===== config.mk =====
export PLATFORM = sky130hd
export DESIGN_NAME = sliding_window_anagram_match_flat
export DESIGN_NICKNAME = d
export VERILOG_FILES = /design/src/swam_pkg.sv /design/src/swam_if.sv /design/src/swam_ram.sv /design/src/swam_queue.sv /design/src/swam_front.sv /design/src/swam_back.sv /design/src/sliding_window_anagram_match.sv /design/src/flat_wrapper.sv
export SDC_FILE = /design/constraint.sdc
export NUM_CORES = 2
export LEC_CHECK = 0
export BUFFER_PORTS_ARGS = -buffer_cell sky130_fd_sc_hd__buf_4
export CORE_MARGIN = 10
export CORE_UTILIZATION = 45
export DETAILED_ROUTE_END_ITERATION = 8
export PLACE_DENSITY = 0.6
export SLEW_MARGIN = 10
export SYNTH_ARGS = -nofsm -noshare
export SYNTH_HDL_FRONTEND = slang
export SYNTH_HIERARCHICAL = 1
export SYNTH_SLANG_ARGS = --single-unit

===== constraint.sdc =====
create_clock -name i_clk -period 11.9 [get_ports i_clk]
set_input_delay 2.38 -clock i_clk [delete_from_list [all_inputs] [get_ports i_clk]]
set_output_delay 2.38 -clock i_clk [all_outputs]
set_load 0.05 [all_outputs]

===== src/swam_pkg.sv =====
package swam_pkg;

    // Fixed field width of a symbol beat
    localparam int SYM_W = 7;

    // Defaults for the top-level parameters
    localparam int DEF_MAX_PATTERN = 64;
    localparam int DEF_ALPHABET    = 128;

    // Number of distinct raw symbol codes
    localparam int SYM_CODES = 1 << SYM_W;

    // Decoupling queue between front and back end
    localparam int Q_DEPTH = 2;
    localparam int Q_PTR_W = (Q_DEPTH > 1) ? $clog2(Q_DEPTH) : 1;
    localparam int Q_CNT_W = $clog2(Q_DEPTH + 1);

    // Command carried by each input beat
    typedef enum logic [0:0] {
        CMD_PATTERN = 1'b0,
        CMD_TEXT    = 1'b1
    } t_cmd;

    // Classified beat as it travels through the queue; sym is already
    // reduced into the alphabet, which always fits the raw symbol width
    typedef struct packed {
        t_cmd             cmd;
        logic [SYM_W-1:0] sym;
        logic             start_req;
    } t_item;

    // Back-end sequencer
    typedef enum logic [2:0] {
        BK_IDLE,
        BK_PAT_WR,
        BK_TXT_OLD,
        BK_TXT_UPD,
        BK_TXT_NEW
    } t_bk_state;

endpackage


===== src/swam_if.sv =====
// Input channel: one pattern or text symbol per beat
interface swam_in_if import swam_pkg::*; ();
    logic             valid;
    logic             ready;
    logic             cmd;
    logic [SYM_W-1:0] symbol;
    logic             start_req;

    modport source (output valid, output cmd, output symbol, output start_req, input ready);
    modport sink   (input valid, input cmd, input symbol, input start_req, output ready);
endinterface

// Result channel: one beat per text symbol
interface swam_out_if import swam_pkg::*; ();
    logic valid;
    logic ready;
    logic match_here;
    logic found;
    logic pattern_overflow;

    modport source (output valid, output match_here, output found, output pattern_overflow,
                    input ready);
    modport sink   (input valid, input match_here, input found, input pattern_overflow,
                    output ready);
endinterface


===== src/swam_ram.sv =====
// Simple dual-port RAM: one write port, one registered read port
module swam_ram import swam_pkg::*; #(
    parameter int WIDTH = SYM_W,
    parameter int DEPTH = DEF_ALPHABET,
    localparam int AW   = (DEPTH > 1) ? $clog2(DEPTH) : 1
) (
    input  logic             i_clk,
    input  logic             i_we,
    input  logic [AW-1:0]    i_waddr,
    input  logic [WIDTH-1:0] i_wdata,
    input  logic             i_re,
    input  logic [AW-1:0]    i_raddr,
    output logic [WIDTH-1:0] o_rdata
);

    logic [WIDTH-1:0] r_mem [DEPTH];
    logic [WIDTH-1:0] r_rdata;

    // Write port and registered read; read data holds when not enabled
    always_ff @(posedge i_clk) begin
        if (i_we) begin
            r_mem[i_waddr] <= i_wdata;
        end
        if (i_re) begin
            r_rdata <= r_mem[i_raddr];
        end
    end

    assign o_rdata = r_rdata;

endmodule


===== src/swam_queue.sv =====
// Short FIFO between the front and back end
module swam_queue import swam_pkg::*; (
    input  logic  i_clk,
    input  logic  i_rst_n,
    input  logic  i_push,
    input  t_item i_item,
    output logic  o_full,
    output logic  o_valid,
    output t_item o_item,
    input  logic  i_pop
);

    t_item              r_mem [Q_DEPTH];
    logic [Q_PTR_W-1:0] r_wr_ptr, n_wr_ptr;
    logic [Q_PTR_W-1:0] r_rd_ptr, n_rd_ptr;
    logic [Q_CNT_W-1:0] r_count,  n_count;
    logic               do_push;
    logic               do_pop;

    assign o_full  = (r_count == Q_CNT_W'(Q_DEPTH));
    assign o_valid = (r_count != '0);
    assign o_item  = r_mem[r_rd_ptr];

    assign do_push = i_push && !o_full;
    assign do_pop  = i_pop && o_valid;

    // Pointer and occupancy update
    always_comb begin
        n_wr_ptr = r_wr_ptr;
        n_rd_ptr = r_rd_ptr;
        n_count  = r_count;
        if (do_push) begin
            n_wr_ptr = (r_wr_ptr == Q_PTR_W'(Q_DEPTH - 1)) ? '0 : r_wr_ptr + Q_PTR_W'(1);
        end
        if (do_pop) begin
            n_rd_ptr = (r_rd_ptr == Q_PTR_W'(Q_DEPTH - 1)) ? '0 : r_rd_ptr + Q_PTR_W'(1);
        end
        if (do_push && !do_pop) begin
            n_count = r_count + Q_CNT_W'(1);
        end else if (do_pop && !do_push) begin
            n_count = r_count - Q_CNT_W'(1);
        end
    end

    always_ff @(posedge i_clk) begin
        if (!i_rst_n) begin
            r_wr_ptr <= '0;
            r_rd_ptr <= '0;
            r_count  <= '0;
        end else begin
            r_wr_ptr <= n_wr_ptr;
            r_rd_ptr <= n_rd_ptr;
            r_count  <= n_count;
        end
    end

    // Entry storage, no reset
    always_ff @(posedge i_clk) begin
        if (do_push) begin
            r_mem[r_wr_ptr] <= i_item;
        end
    end

endmodule


===== src/swam_front.sv =====
// Front end: takes input beats, reduces the symbol into the alphabet
// and classifies the beat for the queue
module swam_front import swam_pkg::*; #(
    parameter int ALPHABET = DEF_ALPHABET
) (
    swam_in_if.sink i_item,
    input  logic    i_q_full,
    output logic    o_push,
    output t_item   o_item
);

    logic [SYM_W-1:0] mod_tab [SYM_CODES];

    // Constant reduction table, symbol modulo alphabet size
    for (genvar g = 0; g < SYM_CODES; g++) begin : g_mod
        assign mod_tab[g] = SYM_W'(g % ALPHABET);
    end

    assign i_item.ready = !i_q_full;
    assign o_push       = i_item.valid && !i_q_full;

    assign o_item.cmd       = t_cmd'(i_item.cmd);
    assign o_item.sym       = mod_tab[i_item.symbol];
    assign o_item.start_req = i_item.start_req;

endmodule


===== src/swam_back.sv =====
// Back end: histogram RAMs, window ring and a running mismatch count.
// The mismatch count is the number of symbols whose window count differs
// from the pattern count; a full window matches when it is zero.
module swam_back import swam_pkg::*; #(
    parameter int MAX_PATTERN = DEF_MAX_PATTERN,
    parameter int ALPHABET    = DEF_ALPHABET
) (
    input  logic i_clk,
    input  logic i_rst_n,
    input  logic i_q_valid,
    input  t_item i_q_item,
    output logic o_q_pop,
    swam_out_if.source o_result
);

    localparam int AW = $clog2(ALPHABET);
    localparam int RW = (MAX_PATTERN > 1) ? $clog2(MAX_PATTERN) : 1;
    localparam int CW = $clog2(MAX_PATTERN + 1);
    localparam int MW = $clog2(ALPHABET + 1);

    t_bk_state r_state, n_state;
    t_item     r_item, n_item;
    logic [CW-1:0] r_len, n_len;
    logic [CW-1:0] r_seen, n_seen;
    logic [RW-1:0] r_pos, n_pos;
    logic [MW-1:0] r_mis, n_mis;
    logic [MW-1:0] r_dist, n_dist;
    logic          r_found, n_found;
    logic          r_ovf, n_ovf;
    logic [ALPHABET-1:0] r_pvalid, n_pvalid;
    logic [ALPHABET-1:0] r_wvalid, n_wvalid;
    logic          r_prd_v, n_prd_v;
    logic          r_wrd_v, n_wrd_v;
    logic [AW-1:0] r_old, n_old;
    logic          r_out_valid, n_out_valid;
    logic          r_out_match, n_out_match;
    logic          r_out_found, n_out_found;
    logic          r_out_ovf, n_out_ovf;

    // RAM ports
    logic          p_we, p_re, w_we, w_re, ring_we, ring_re;
    logic [AW-1:0] p_waddr, p_raddr, w_waddr, w_raddr;
    logic [CW-1:0] p_wdata, p_rdata, w_wdata, w_rdata;
    logic [RW-1:0] ring_waddr, ring_raddr;
    logic [AW-1:0] ring_wdata, ring_rdata;

    // Derived values
    logic [AW-1:0] head_sym, cur_sym;
    logic [CW-1:0] p_cnt, w_cnt;
    logic [CW-1:0] e_len;
    logic          out_free;
    logic          pos_wrap;
    logic [RW-1:0] pos_next;
    logic [CW-1:0] seen_inc;
    logic [MW-1:0] mis_add, mis_rem;

    swam_ram #(.WIDTH(CW), .DEPTH(ALPHABET)) u_pat_hist (
        .i_clk  (i_clk),
        .i_we   (p_we),
        .i_waddr(p_waddr),
        .i_wdata(p_wdata),
        .i_re   (p_re),
        .i_raddr(p_raddr),
        .o_rdata(p_rdata)
    );

    swam_ram #(.WIDTH(CW), .DEPTH(ALPHABET)) u_win_hist (
        .i_clk  (i_clk),
        .i_we   (w_we),
        .i_waddr(w_waddr),
        .i_wdata(w_wdata),
        .i_re   (w_re),
        .i_raddr(w_raddr),
        .o_rdata(w_rdata)
    );

    swam_ram #(.WIDTH(AW), .DEPTH(MAX_PATTERN)) u_win_ring (
        .i_clk  (i_clk),
        .i_we   (ring_we),
        .i_waddr(ring_waddr),
        .i_wdata(ring_wdata),
        .i_re   (ring_re),
        .i_raddr(ring_raddr),
        .o_rdata(ring_rdata)
    );

    assign head_sym = AW'(i_q_item.sym);
    assign cur_sym  = AW'(r_item.sym);

    // Entries never written since the last clear read as zero
    assign p_cnt = r_prd_v ? p_rdata : '0;
    assign w_cnt = r_wrd_v ? w_rdata : '0;

    assign e_len    = i_q_item.start_req ? '0 : r_len;
    assign out_free = !r_out_valid || o_result.ready;

    // Ring write position wraps at the pattern length
    assign pos_wrap = (CW'(r_pos) + CW'(1)) >= r_len;
    assign pos_next = pos_wrap ? '0 : r_pos + RW'(1);
    assign seen_inc = (r_seen == r_len) ? r_seen : r_seen + CW'(1);

    // Mismatch count after adding or removing one symbol
    always_comb begin
        mis_add = r_mis;
        if (w_cnt == p_cnt) begin
            mis_add = r_mis + MW'(1);
        end else if (w_cnt + CW'(1) == p_cnt) begin
            mis_add = r_mis - MW'(1);
        end
        mis_rem = r_mis;
        if (w_cnt == p_cnt) begin
            mis_rem = r_mis + MW'(1);
        end else if (w_cnt - CW'(1) == p_cnt) begin
            mis_rem = r_mis - MW'(1);
        end
    end

    // Sequencer: next state, RAM controls and result
    always_comb begin
        logic match_w;
        match_w     = 1'b0;
        n_state     = r_state;
        n_item      = r_item;
        n_len       = r_len;
        n_seen      = r_seen;
        n_pos       = r_pos;
        n_mis       = r_mis;
        n_dist      = r_dist;
        n_found     = r_found;
        n_ovf       = r_ovf;
        n_pvalid    = r_pvalid;
        n_wvalid    = r_wvalid;
        n_prd_v     = r_prd_v;
        n_wrd_v     = r_wrd_v;
        n_old       = r_old;
        n_out_valid = r_out_valid && !o_result.ready;
        n_out_match = r_out_match;
        n_out_found = r_out_found;
        n_out_ovf   = r_out_ovf;
        o_q_pop     = 1'b0;
        p_we        = 1'b0;
        p_waddr     = cur_sym;
        p_wdata     = p_cnt + CW'(1);
        p_re        = 1'b0;
        p_raddr     = cur_sym;
        w_we        = 1'b0;
        w_waddr     = cur_sym;
        w_wdata     = w_cnt + CW'(1);
        w_re        = 1'b0;
        w_raddr     = cur_sym;
        ring_we     = 1'b0;
        ring_waddr  = r_pos;
        ring_wdata  = cur_sym;
        ring_re     = 1'b0;
        ring_raddr  = r_pos;

        case (r_state)
            BK_IDLE: begin
                if (i_q_valid && !(i_q_item.cmd == CMD_TEXT && e_len == '0 && !out_free)) begin
                    o_q_pop = 1'b1;
                    n_item  = i_q_item;
                    // Start mark clears every store and flag
                    if (i_q_item.start_req) begin
                        n_len    = '0;
                        n_seen   = '0;
                        n_pos    = '0;
                        n_mis    = '0;
                        n_dist   = '0;
                        n_found  = 1'b0;
                        n_ovf    = 1'b0;
                        n_pvalid = '0;
                        n_wvalid = '0;
                    end
                    if (i_q_item.cmd == CMD_PATTERN) begin
                        if (e_len < CW'(MAX_PATTERN)) begin
                            p_re    = 1'b1;
                            p_raddr = head_sym;
                            n_prd_v = !i_q_item.start_req && r_pvalid[head_sym];
                            n_state = BK_PAT_WR;
                        end else begin
                            n_ovf = 1'b1;
                        end
                    end else if (e_len == '0) begin
                        // Empty pattern matches every text symbol
                        n_out_valid = 1'b1;
                        n_out_match = 1'b1;
                        n_out_found = 1'b1;
                        n_out_ovf   = i_q_item.start_req ? 1'b0 : r_ovf;
                        n_found     = 1'b1;
                    end else if (r_seen == r_len) begin
                        // Full window: fetch the leaving symbol first
                        ring_re    = 1'b1;
                        ring_raddr = r_pos;
                        n_state    = BK_TXT_OLD;
                    end else begin
                        // Window still filling: only the arriving symbol
                        w_re       = 1'b1;
                        w_raddr    = head_sym;
                        p_re       = 1'b1;
                        p_raddr    = head_sym;
                        n_wrd_v    = r_wvalid[head_sym];
                        n_prd_v    = r_pvalid[head_sym];
                        ring_we    = 1'b1;
                        ring_waddr = r_pos;
                        ring_wdata = head_sym;
                        n_state    = BK_TXT_NEW;
                    end
                end
            end

            BK_PAT_WR: begin
                // Count the pattern symbol; window restarts empty
                p_we             = 1'b1;
                p_waddr          = cur_sym;
                p_wdata          = p_cnt + CW'(1);
                n_pvalid[cur_sym] = 1'b1;
                n_len            = r_len + CW'(1);
                n_dist           = (p_cnt == '0) ? r_dist + MW'(1) : r_dist;
                n_mis            = (p_cnt == '0) ? r_dist + MW'(1) : r_dist;
                n_wvalid         = '0;
                n_seen           = '0;
                n_pos            = '0;
                n_state          = BK_IDLE;
            end

            BK_TXT_OLD: begin
                if (ring_rdata == cur_sym) begin
                    // Same symbol leaves and arrives: histograms unchanged
                    if (out_free) begin
                        ring_we     = 1'b1;
                        ring_waddr  = r_pos;
                        ring_wdata  = cur_sym;
                        n_pos       = pos_next;
                        match_w     = (r_mis == '0);
                        n_found     = r_found || match_w;
                        n_out_valid = 1'b1;
                        n_out_match = match_w;
                        n_out_found = r_found || match_w;
                        n_out_ovf   = r_ovf;
                        n_state     = BK_IDLE;
                    end
                end else begin
                    n_old      = ring_rdata;
                    w_re       = 1'b1;
                    w_raddr    = ring_rdata;
                    p_re       = 1'b1;
                    p_raddr    = ring_rdata;
                    n_wrd_v    = r_wvalid[ring_rdata];
                    n_prd_v    = r_pvalid[ring_rdata];
                    ring_we    = 1'b1;
                    ring_waddr = r_pos;
                    ring_wdata = cur_sym;
                    n_state    = BK_TXT_UPD;
                end
            end

            BK_TXT_UPD: begin
                // Remove the leaving symbol, then fetch the arriving one
                if (w_cnt != '0) begin
                    w_we    = 1'b1;
                    w_waddr = r_old;
                    w_wdata = w_cnt - CW'(1);
                    n_mis   = mis_rem;
                end
                w_re    = 1'b1;
                w_raddr = cur_sym;
                p_re    = 1'b1;
                p_raddr = cur_sym;
                n_wrd_v = r_wvalid[cur_sym];
                n_prd_v = r_pvalid[cur_sym];
                n_state = BK_TXT_NEW;
            end

            BK_TXT_NEW: begin
                // Add the arriving symbol and report
                if (out_free) begin
                    w_we              = 1'b1;
                    w_waddr           = cur_sym;
                    w_wdata           = w_cnt + CW'(1);
                    n_wvalid[cur_sym] = 1'b1;
                    n_mis             = mis_add;
                    n_seen            = seen_inc;
                    n_pos             = pos_next;
                    match_w           = (seen_inc == r_len) && (mis_add == '0);
                    n_found           = r_found || match_w;
                    n_out_valid       = 1'b1;
                    n_out_match       = match_w;
                    n_out_found       = r_found || match_w;
                    n_out_ovf         = r_ovf;
                    n_state           = BK_IDLE;
                end
            end

            default: begin
                n_state = BK_IDLE;
            end
        endcase
    end

    // Control state
    always_ff @(posedge i_clk) begin
        if (!i_rst_n) begin
            r_state     <= BK_IDLE;
            r_len       <= '0;
            r_seen      <= '0;
            r_pos       <= '0;
            r_mis       <= '0;
            r_dist      <= '0;
            r_found     <= 1'b0;
            r_ovf       <= 1'b0;
            r_pvalid    <= '0;
            r_wvalid    <= '0;
            r_out_valid <= 1'b0;
        end else begin
            r_state     <= n_state;
            r_len       <= n_len;
            r_seen      <= n_seen;
            r_pos       <= n_pos;
            r_mis       <= n_mis;
            r_dist      <= n_dist;
            r_found     <= n_found;
            r_ovf       <= n_ovf;
            r_pvalid    <= n_pvalid;
            r_wvalid    <= n_wvalid;
            r_out_valid <= n_out_valid;
        end
    end

    // Payload registers
    always_ff @(posedge i_clk) begin
        r_item      <= n_item;
        r_prd_v     <= n_prd_v;
        r_wrd_v     <= n_wrd_v;
        r_old       <= n_old;
        r_out_match <= n_out_match;
        r_out_found <= n_out_found;
        r_out_ovf   <= n_out_ovf;
    end

    assign o_result.valid            = r_out_valid;
    assign o_result.match_here       = r_out_match;
    assign o_result.found            = r_out_found;
    assign o_result.pattern_overflow = r_out_ovf;

endmodule


===== src/sliding_window_anagram_match.sv =====
// A text beat's result is registered from BK_IDLE for an empty pattern, from BK_TXT_NEW
// while the window fills, from BK_TXT_OLD when the leaving and arriving symbols are
// equal, and via BK_TXT_OLD, BK_TXT_UPD and BK_TXT_NEW for any other full-window beat.
// A dropped pattern beat is handled in BK_IDLE, a kept one also passes BK_PAT_WR; a new
// beat is taken only in BK_IDLE, and a result beat not yet taken can hold the back end.
// Reset is synchronous, active low; control state, flags and valid bits clear at once.
module sliding_window_anagram_match import swam_pkg::*; #(
    parameter int MAX_PATTERN = DEF_MAX_PATTERN,
    parameter int ALPHABET    = DEF_ALPHABET
) (
    input  logic        i_clk,
    input  logic        i_rst_n,
    swam_in_if.sink     i_item,
    swam_out_if.source  o_result
);

    logic  q_full;
    logic  q_push;
    logic  q_valid;
    logic  q_pop;
    t_item q_in;
    t_item q_head;

    swam_front #(.ALPHABET(ALPHABET)) u_front (
        .i_item  (i_item),
        .i_q_full(q_full),
        .o_push  (q_push),
        .o_item  (q_in)
    );

    swam_queue u_queue (
        .i_clk  (i_clk),
        .i_rst_n(i_rst_n),
        .i_push (q_push),
        .i_item (q_in),
        .o_full (q_full),
        .o_valid(q_valid),
        .o_item (q_head),
        .i_pop  (q_pop)
    );

    swam_back #(.MAX_PATTERN(MAX_PATTERN), .ALPHABET(ALPHABET)) u_back (
        .i_clk    (i_clk),
        .i_rst_n  (i_rst_n),
        .i_q_valid(q_valid),
        .i_q_item (q_head),
        .o_q_pop  (q_pop),
        .o_result (o_result)
    );

endmodule


===== src/flat_wrapper.sv =====
// flat-port wrapper written by rule: the top's interface ports become plain ports
module sliding_window_anagram_match_flat import swam_pkg::*;
#(
    parameter int MAX_PATTERN = DEF_MAX_PATTERN,
    parameter int ALPHABET    = DEF_ALPHABET
)
  (i_clk, i_rst_n, i_item_valid, i_item_cmd, i_item_symbol, i_item_start_req, i_item_ready, o_result_valid, o_result_match_here, o_result_found, o_result_pattern_overflow, o_result_ready);
  swam_in_if i_item_i ();
  swam_out_if o_result_i ();
  input  logic i_clk;
  input  logic i_rst_n;
  input wire logic [$bits(i_item_i.valid)-1:0] i_item_valid;
  input wire logic [$bits(i_item_i.cmd)-1:0] i_item_cmd;
  input wire logic [$bits(i_item_i.symbol)-1:0] i_item_symbol;
  input wire logic [$bits(i_item_i.start_req)-1:0] i_item_start_req;
  output wire logic [$bits(i_item_i.ready)-1:0] i_item_ready;
  output wire logic [$bits(o_result_i.valid)-1:0] o_result_valid;
  output wire logic [$bits(o_result_i.match_here)-1:0] o_result_match_here;
  output wire logic [$bits(o_result_i.found)-1:0] o_result_found;
  output wire logic [$bits(o_result_i.pattern_overflow)-1:0] o_result_pattern_overflow;
  input wire logic [$bits(o_result_i.ready)-1:0] o_result_ready;
  assign i_item_i.valid = i_item_valid;
  assign i_item_i.cmd = i_item_cmd;
  assign i_item_i.symbol = i_item_symbol;
  assign i_item_i.start_req = i_item_start_req;
  assign i_item_ready = i_item_i.ready;
  assign o_result_valid = o_result_i.valid;
  assign o_result_match_here = o_result_i.match_here;
  assign o_result_found = o_result_i.found;
  assign o_result_pattern_overflow = o_result_i.pattern_overflow;
  assign o_result_i.ready = o_result_ready;
  sliding_window_anagram_match #(.MAX_PATTERN(MAX_PATTERN), .ALPHABET(ALPHABET)) u_core (.i_clk(i_clk), .i_rst_n(i_rst_n), .i_item(i_item_i), .o_result(o_result_i));
endmodule

==> results_dict.tcl <==
set metrics [dict create \
    grt_pass1_wl_mm 399 \
    cap_viol_max_count 0 \
    switching_share 0.340 \
    path_cells "mux2_2, a21oi_1, nand2b_1, o21a_1, and2_1, mux2i_1, o21ai_4, buf_4, buf_4, mux4_2, mux4_2, mux4_2, mux2_2" \
    outcome "finished, final reports clean" \
    insertion_delay_ns 0.94 \
    r2r-end "u_core/u_back/u_pat_hist/o_rdata[1]$_DFFE_PP_" \
    synthCells 5876 \
    synthArstFlopShare 0 \
    finalClockSkew_ns 0.0510 \
    critPathCapture "u_core/u_back/u_pat_hist/o_rdata[1]$_DFFE_PP_" \
    ys_seq_area_frac 0.696 \
    p_seq_frac 0.346 \
    vdd_drop_max_mv 0.477 \
    cts_resized 0 \
    io_pins 18 \
    drive_gt1_frac 0.256 \
    core_um2 238000 \
    cp.arrival_ns 7.36 \
    drt_iter0_drc 6530 \
    ant_nets 0 \
    cts_tree "built" \
    viasPerCell 6.15 \
    wire_per_inst_um 29.2 \
    hp-class "register to register" \
    synth_nets 5907 \
    worst-path-max-fanout 47 \
    finalSetupViolCount 0 \
    finalHoldViolations 0 \
    cpPeakStageDelay_ns 0.85 \
    ys_seq_elements 2601 \
    yosysWarningCount 6 \
    die_x_um 510 \
    period_minus_slack_ns 6.70 \
    cp_slowest_cell "buf_4" \
    fin_setup_tns_ns 0 \
    first_pass_iters 6 \
    drt_wl_total_mm 271 \
    num_vias 57110 \
    synth_top_cell_by_area "edfxtp_1" \
    nNetsFinal 5946 \
    yosysMostFrequentCell "edfxtp_1" \
    portBuffers 17 \
    r2r_setup_slack_ns 5.20 \
    grt_pass1_vias 57767 \
    p_per_area_nw_per_um2 276 \
    fp-row-count 179 \
    critPathKind "register to register" \
    fmaxAchievable_mhz 149 \
    track_usage 0.206 \
    syn_avg_cell_area_um2 18.4 \
    clockBufferDepth 4 \
    post_cts_buffers 0 \
    r2r_cells 13 \
    numCtsBuffers 287 \
    p_comb_frac 0.400 \
    p_total_uw 33300 \
    synth_edf_count 2298 \
    clkTransAtPathRegs_ns 0.06 \
    synth_top_area_frac 0.639 \
    p_sw_uw 11300 \
    cts_sinks 2601 \
    cp.required_ns 12.55 \
    synth_cell_types 87 \
    syn_area_um2 108000 \
    p_int_uw 22000 \
    root_buffer "clkbuf_16" \
    clkPwrFrac 0.254 \
    slew_viol_final 0 \
    syn_to_final_growth_pct 11.7 \
    dp_hpwl_mm 160 \
    max-slew-margin-rel 0.168 \
    start_util 0.453 \
    cp-end-kind "register" \
    cp-start-kind "register" \
    die_area_um2 260000 \
    synthTopCellsByCount "2298 x edfxtp_1, 890 x mux4_2, 668 x nor2_1, 325 x a21oi_1, 303 x dfxtp_1" \
    synthTopCellsByArea "edfxtp_1 64%, mux4_2 19%, dfxtp_1 5.6%" \
    route.detailed.drc 0 \
    die_h_um 510 \
    grt_max_degree 169 \
    holdBufCountCts 0 \
    overflow 0 \
    p_leak_uw 0.0373 \
    cts_max_level 5 \
    rsz0062_at_grt "no" \
    worstMarginPinSlew_ns 1.24 \
    synth_flop_cell "edfxtp_1" \
    crit_top_cell "mux4_2" \
    antenna_found_initial 7 \
    final.period_utilization 0.563 \
    gp_congestion 0.821 \
]
==> cell usage in the layout, fill, tap and decap left out, types with 12 or more instances in the layout <==
cell type,count
and3_1,12
clkbuf_16,294
mux4_2,890
clkbuf_1,60
a22o_1,16
bufinv_16,21
dfxtp_1,300
mux2i_1,67
clkinv_1,45
nor3_2,19
xnor2_1,36
edfxtp_1,2298
nand2_1,139
a22oi_1,46
nand3_1,60
o21ai_0,56
clkinv_2,40
xor2_1,27
mux2_2,61
nor2b_1,45
nor2_1,665
a221oi_1,18
or3_1,15
nand4_1,19
o22ai_1,25
a21oi_1,324
ha_1,17
nand2b_1,24
buf_4,149
inv_1,22
nor3_1,39
and2_1,20
==> worst min-delay path by stage <==
| stage | startpoint | end | slack, ns | cells after the start |
|---|---|---|---|---|
| global placement | u_core/u_back/r_pvalid[19]$_SDFFE_PN0P_ | u_core/u_back/r_pvalid[19]$_SDFFE_PN0P_ | 0.48 | 2 |
| floorplan | u_core/u_back/u_win_ring/o_rdata[2]$_DFFE_PP_ | u_core/u_back/r_old[2]$_DFFE_PP_ | 0.42 | 0 |
| finish | u_core/u_back/r_wvalid[114]$_SDFFE_PN0P_ | u_core/u_back/r_wvalid[114]$_SDFFE_PN0P_ | 0.51 | 2 |
| detailed placement | u_core/u_back/r_wvalid[70]$_SDFFE_PN0P_ | u_core/u_back/r_wvalid[70]$_SDFFE_PN0P_ | 0.50 | 2 |
| CTS | u_core/u_back/r_wvalid[70]$_SDFFE_PN0P_ | u_core/u_back/r_wvalid[70]$_SDFFE_PN0P_ | 0.51 | 2 |
| global route | u_core/u_back/r_wvalid[38]$_SDFFE_PN0P_ | u_core/u_back/r_wvalid[38]$_SDFFE_PN0P_ | 0.54 | 2 |
==> critical path, delay by kind of cell (launching register included) <==
kind	cells	cell delay (ns)
multiplexers	6	2.73
buffers and inverters	2	1.48
AO/OA/AOI/OAI	3	0.81
flip-flops	1	0.70
AND/OR/NAND/NOR	2	0.68
==> power groups by stage <==
stage	registers, µW	clock network (µW)	logic [µW]
after floorplan	11800	0	9130
after global placement	11700	0	13300
after detailed placement	11700	0	13500
after CTS	11500	8630	13500
after global routing	11500	8990	14100
final	11500	8460	13300
==> logic make-up (layout without fill, tap and decap cells) <==
logic type,after synthesis,after routing,share of synthesized area
AND/OR/NAND/NOR,1111,1111,0.0449
multiplexers,1020,1020,0.198
buffers and inverters,430,665,0.0179
flip-flops,2601,2601,0.696
XOR/XNOR,68,68,0.00552
adder cells (fa/ha/maj),18,18,0.00209
AO/OA/AOI/OAI,628,628,0.0356
other,0,4,0
==> layer usage <==
metal	vias to the layer above	share of wire	GRT usage
li1	23974	-	-
met1	30275	0.42	0.293
met3	577	0.074	0.0373
met4	2	0.037	0.0707
met5	-	0.000048	0
met2	2282	0.47	0.323
==> registers in the layout (all words and copies together), names as in the netlist, 2 cells and up, named ones only <==
register and cells:
u_core/u_back/r_state 3, u_core/u_queue/r_count 2, u_core/u_back/r_seen 7, u_core/u_back/r_pos 6, u_core/u_queue/r_mem 18, u_core/u_back/r_wvalid 128
u_core/u_back/cur_sym 7, u_core/u_back/r_mis 8, u_core/u_back/r_dist 8, u_core/u_back/r_old 7, u_core/u_back/u_win_ring/r_mem 448, u_core/u_back/u_win_hist/r_mem 896
u_core/u_back/u_pat_hist/o_rdata 7, u_core/u_back/u_win_ring/o_rdata 7, u_core/u_back/u_pat_hist/r_mem 896, u_core/u_back/r_len 7, u_core/u_back/r_pvalid 128, u_core/u_back/u_win_hist/o_rdata 7
==> layout make-up <==
class / count / area, µm²
fillers: 19107 / 118000
clock inverters: 127 / 1190
clock buffers: 358 / 7640
multi-input cells: 2845 / 31300
repair buffers: 155 / 1240
well taps: 3167 / 3960
inverters: 25 / 93.8
diodes: 4 / 10.0
flip-flops and latches: 2601 / 75100
==> metrics by stage <==
stage	utilization	hold WS (ns)	std cells	area, µm²	worst slack [ns]
2_1_floorplan	-	0.424	5876	108000	4.18
3_3_place_gp	0.469	0.478	8792	112000	4.29
3_5_place_dp	0.469	0.496	8792	112000	4.26
4_1_cts	0.506	0.510	9277	121000	5.16
5_1_grt	0.506	0.541	9280	121000	4.70
6_report	0.506	0.514	9282	121000	5.20
Note: power is estimated with default switching activity, not from simulation.
